===== src/e2q_pkg.sv =====
// Package with shared types and constants for the Euler-to-quaternion block.
`timescale 1ns / 1ps
package e2q_pkg;
   localparam int WORK_FRAC = 30;
   localparam int TURN_UNITS = 46080;
   localparam int QUARTER_UNITS = 11520;
   localparam int EIGHTH_UNITS = 5760;
   localparam int ANGLE_TO_ACC = 8192;
   localparam longint INV_GAIN = 64'sd652032874;
   localparam int XY_WIDTH = 34;
   localparam int ACC_WIDTH = 34;
   localparam int MAX_STAGES = 32;

   typedef logic signed [XY_WIDTH-1:0] xy_type;
   typedef logic signed [ACC_WIDTH-1:0] acc_type;

   typedef struct packed {
      xy_type  x;
      xy_type  y;
      acc_type z;
   } rot_type;

   function automatic acc_type atan_deg(input int idx);
      acc_type r;
      r = '0;
      unique case (idx)
         0: r = 34'sd47185920;
         1: r = 34'sd27855475;
         2: r = 34'sd14718068;
         3: r = 34'sd7471121;
         4: r = 34'sd3750058;
         5: r = 34'sd1876857;
         6: r = 34'sd938658;
         7: r = 34'sd469357;
         8: r = 34'sd234682;
         9: r = 34'sd117342;
         10: r = 34'sd58671;
         11: r = 34'sd29335;
         12: r = 34'sd14668;
         13: r = 34'sd7334;
         14: r = 34'sd3667;
         15: r = 34'sd1833;
         16: r = 34'sd917;
         17: r = 34'sd458;
         18: r = 34'sd229;
         19: r = 34'sd115;
         20: r = 34'sd57;
         21: r = 34'sd29;
         22: r = 34'sd14;
         23: r = 34'sd7;
         24: r = 34'sd4;
         25: r = 34'sd2;
         26: r = 34'sd1;
         default: r = '0;
      endcase
      return r;
   endfunction
endpackage


===== src/e2q_cell.sv =====
// One CORDIC rotation cell for three angles, with a register at its output.
`timescale 1ns / 1ps
module e2q_cell #(
   parameter int STAGE = 0
) (
   input  logic                clock,
   input  logic                enable,
   input  e2q_pkg::rot_type    rot_in [3],
   output e2q_pkg::rot_type    rot_out [3]
);
   import e2q_pkg::*;

   rot_type rot_ff [3];
   rot_type rot_in_c [3];
   localparam acc_type ATAN = atan_deg(STAGE);

   always_comb begin
      for (int k = 0; k < 3; k++) begin
         if (rot_in[k].z >= 0) begin
            rot_in_c[k].x = rot_in[k].x - (rot_in[k].y >>> STAGE);
            rot_in_c[k].y = rot_in[k].y + (rot_in[k].x >>> STAGE);
            rot_in_c[k].z = rot_in[k].z - ATAN;
         end else begin
            rot_in_c[k].x = rot_in[k].x + (rot_in[k].y >>> STAGE);
            rot_in_c[k].y = rot_in[k].y - (rot_in[k].x >>> STAGE);
            rot_in_c[k].z = rot_in[k].z + ATAN;
         end
      end
   end

   always_ff @(posedge clock) begin
      if (enable) begin
         rot_ff <= rot_in_c;
      end
   end

   assign rot_out = rot_ff;
endmodule


===== config.mk =====
export PLATFORM = sky130hd
export DESIGN_NAME = e2q_cell
export DESIGN_NICKNAME = d
export VERILOG_FILES = /design/src/e2q_pkg.sv /design/src/e2q_cell.sv
export SDC_FILE = /design/constraint.sdc
export NUM_CORES = 1
export LEC_CHECK = 0
export BUFFER_PORTS_ARGS = -buffer_cell sky130_fd_sc_hd__buf_2
export CAP_MARGIN = 20
export CORE_MARGIN = 8
export CORE_UTILIZATION = 53
export DETAILED_ROUTE_END_ITERATION = 8
export GPL_TIMING_DRIVEN = 0
export MAX_ROUTING_LAYER = met4
export PLACE_DENSITY_LB_ADDON = 0.25
export SLEW_MARGIN = 15
export SYNTH_ARGS = -nofsm -noshare
export SYNTH_HDL_FRONTEND = slang
export SYNTH_SLANG_ARGS = --single-unit

===== constraint.sdc =====
create_clock -name clock -period 8.2 [get_ports clock]
set_input_delay 2.46 -clock clock [delete_from_list [all_inputs] [get_ports clock]]
set_output_delay 2.46 -clock clock [all_outputs]
set_load 0.02 [all_outputs]

==> qor_table.md <==
| Metric | Reported |
|:---|:---|
| Req. time, crit path | 8.51 ns |
| Cell row count | 84 |
| Largest voltage drop on the vdd net | 0.176 mV |
| Setup slack after layout | 0.523 ns |
| Worst max-slew margin expressed relative to the limit | 0.219 |
| Total stage count of the critical path | 22 |
| Signal arrival time at the worst endpoint | 7.99 ns |
| Post-synthesis sequential area ratio | 0.326 |
| Util after Layout | 0.636 |
| Routability Congestion | 1.03 |
| Combinational family with the most area after synthesis | compound AO/OA/AOI/OAI gates |
| Most common library cell in the layout ignoring fill and taps | sky130_fd_sc_hd__buf_2 |
| Number of global-route vias before repair | 26600 |
| Number of violations reported at the end of detailed-routing iteration 0 | 2824 |
| Detailed placer's ending HPWL | 90.8 mm |
| Top flip-flop cell by instance count after synthesis | sky130_fd_sc_hd__edfxtp_1 |
| Slew at the pin with the worst max-slew slack | 1.17 ns |
| Drc violations | 0 |
| Per-cell routed wire length | 24.4 um |
| Fraction of layout instances using a drive strength above 1 | 0.188 |
| TritonCTS buffer count | 36 |
| Clock tree from TritonCTS | done |
| Initial standard-cell utilization of the core | 0.534 |
| Total routed wirelength | 112 mm |
| Number of top-level design ports | 614 |
| Count of state elements after synthesis | 303 |
| Gate Count Post-Synth | 3191 |
| Static Leak | 15.0 nW |
| Async S/R FF share, synth | 0 |
| Setup Buffers After CTS | 0 |
| H-tree level count | 2 |
| Commonest cells after routing, fill and taps aside | sky130_fd_sc_hd__buf_2 (626), sky130_fd_sc_hd__a21oi_1 (388), sky130_fd_sc_hd__inv_1 (351), sky130_fd_sc_hd__ha_1 (336), sky130_fd_sc_hd__edfxtp_1 (303) |
| Adder-Cell Fraction of Synth Area | 0.159 |
| Number of flip-flops under the largest register name | 303 |
| Sink count of the clock tree | 303 |
| Post-route minimum period | 7.68 ns |
| Startpoint of the worst setup timing path | rot_in[237] |
| Type of element capturing the critical path | flip-flop |
| Worst hold path type | input port to flip-flop |
| Count of synthesis-stage warnings from yosys | 0 |
| DIE WIDTH | 246 um |
| Total via count after detailed routing | 28000 |
| Fin crit share | 0.936 |
| Final ANT Viol Nets | 0 |
| Worst-path maximum fanout | 13 |
| Critical path endpoint | rot_out[237] |
| IO buf count | 613 |
| Antenna violations before repair | 46 |
| Slowest stage cell on the critical path | sky130_fd_sc_hd__clkbuf_1 |
| Top delay family on crit path | buffers and inverters |
| Total global routing track utilization | 0.360 |
| Average footprint of a synthesized cell | 8.75 sq um |
| Layout net count | 4501 |
| Maximum number of pins on one net before global-route repair | 109 |
| Fin. max-slew vios | 0 |
| Final Non-Filler Cells | 4601 |
| Wire length of the first global-routing pass | 163 mm |
| Yosys cell types | 82 |
| Overall die area | 60300 sq um |
| Delay contributed by the slowest stage of the critical path | 0.62 ns |
| Cell type with the highest occurrence count on the critical path | sky130_fd_sc_hd__clkbuf_1 |
| Total congestion overflow | 0 |
| Synth area leaders | sky130_fd_sc_hd__edfxtp_1 (33%), sky130_fd_sc_hd__ha_1 (15%), sky130_fd_sc_hd__a21oi_1 (7.0%) |
| Simple-gate area share of the yosys netlist | 0.127 |
| Fmax | 130 MHz |
| RSZ-0062 raised after global routing | no |
| Register clock-pin slew on the reported worst setup and hold paths | 0.06 ns |
| Critical Path Source Type | input port |
| Number of nets produced by synthesis | 3847 |
| Compound-cell area share of the yosys netlist | 0.234 |
| Vias per inst | 6.07 |
| CTS root buffer | sky130_fd_sc_hd__clkbuf_16 |
| Total placed cells including tap cells | 4495 |
| Final Hold Viols | 0 |
| Mux contribution to synthesized area | 0.0133 |
| Y dimension of the die | 246 um |
| Final Power | 6.19 mW |
| Hold-fix buffer count after cts | 0 |
| # setup viols final | 0 |
| Area of the mapped netlist | 27900 sq um |
| Largest area contributor in the netlist | sky130_fd_sc_hd__edfxtp_1 |
| Share of Yosys cell area claimed by the top area cell type | 0.326 |
| Area inside the core boundary | 52300 sq um |
| Run status | finished clean |
| Xor and xnor area share after synthesis | 0.0718 |
| Number of max-cap violations | 0 |
| Initial DRT Pass Iterations | 6 |
| Area growth, synth to finish | 19.1% |
| Power Density | 186 nW/um^2 |
| Clock buffer depth | 3 |
| Critical path buffer and inverter count | 6 |
| Number of cells upsized or downsized after cts | 0 |
| Cell-by-cell trace of the critical path | buf_2, inv_1, ha_1, nor4b_1, nand4_1, nor4_1, and4_1, nand2b_1, clkbuf_1, inv_1, clkbuf_1, clkbuf_1, ha_1, a21oi_1, o21bai_1, a21oi_1, o21a_1, o21ai_0, o41ai_1, o21ba_2, o21bai_1, xor2_1 |
| Post-synth EDFFs | 303 |
| Pre-CTS worst setup slack | -0.222 ns |
| Category of the most critical setup path | input port to flip-flop |
[stage by stage]
step / instance area [sq um] / setup TNS (ns) / hold WS [ns]
floorplan: 27900 / 0 / 2.56
global placement: 31900 / -0.270 / 2.65
detailed placement: 31900 / -0.222 / 2.65
CTS: 33200 / 0 / 2.05
global route: 33300 / 0 / 2.06
finish: 33300 / 0 / 2.07
[layer usage]
layer / part of all wire / global-route usage / routed length [um]
met1: 0.38 / 0.428 / 42700
met2: 0.46 / 0.569 / 51500
met3: 0.11 / 0.0921 / 12100
met4: 0.053 / 0.174 / 5950
met5: 0 / - / 0
[final cells by class]
cell class                      count  area [sq um]
Fill cell                        4665         19100
Multi-Input combinational cell   2390         16900
Sequential cell                   303          9100
Timing Repair Buffer              616          3140
Inverter                          364          1370
Clock buffer                       42           945
Tap cell                          688           861
Buffer                            134           552
Clock inverter                     20           279
Antenna cell                       44           110
[power breakdown]
group	switching, mW	internal [mW]
clock	0.691	1.02
combinational	1.59	0.794
sequential	0.0732	2.02
total	2.35	3.84
[kinds of logic (layout without fill, tap and decap cells)]
group,Yosys count,after routing
AOI/OAI and AO/OA,1040,1040
and+or+nand+nor,736,736
buffers and inverters,498,1176
adders and majority gates,348,348
DFF,303,303
xor gates and xnor gates,229,229
muxes,37,37
other,0,44
[synthesized netlist by cell type, drive strengths merged (60+ instances only)]
cell	count
a21o	79
a21oi	389
clkbuf	84
edfxtp	303
ha	336
inv	353
nand2	129
nor2	270
nor3	60
o21ai	193
o21bai	92
xnor2	209
[how the worst min path moves through the flow]
stage / start / endpoint / cells past startpoint
2_1_floorplan: rot_in[0] / rot_out[0] / 0
3_3_place_gp: rot_in[111] / rot_out[111] / 1
3_5_place_dp: rot_in[213] / rot_out[213] / 1
4_1_cts: rot_in[211] / rot_out[211] / 1
5_1_grt: rot_in[213] / rot_out[213] / 1
6_report: rot_in[211] / rot_out[211] / 1
Note: power is estimated with default switching activity, not from simulation.
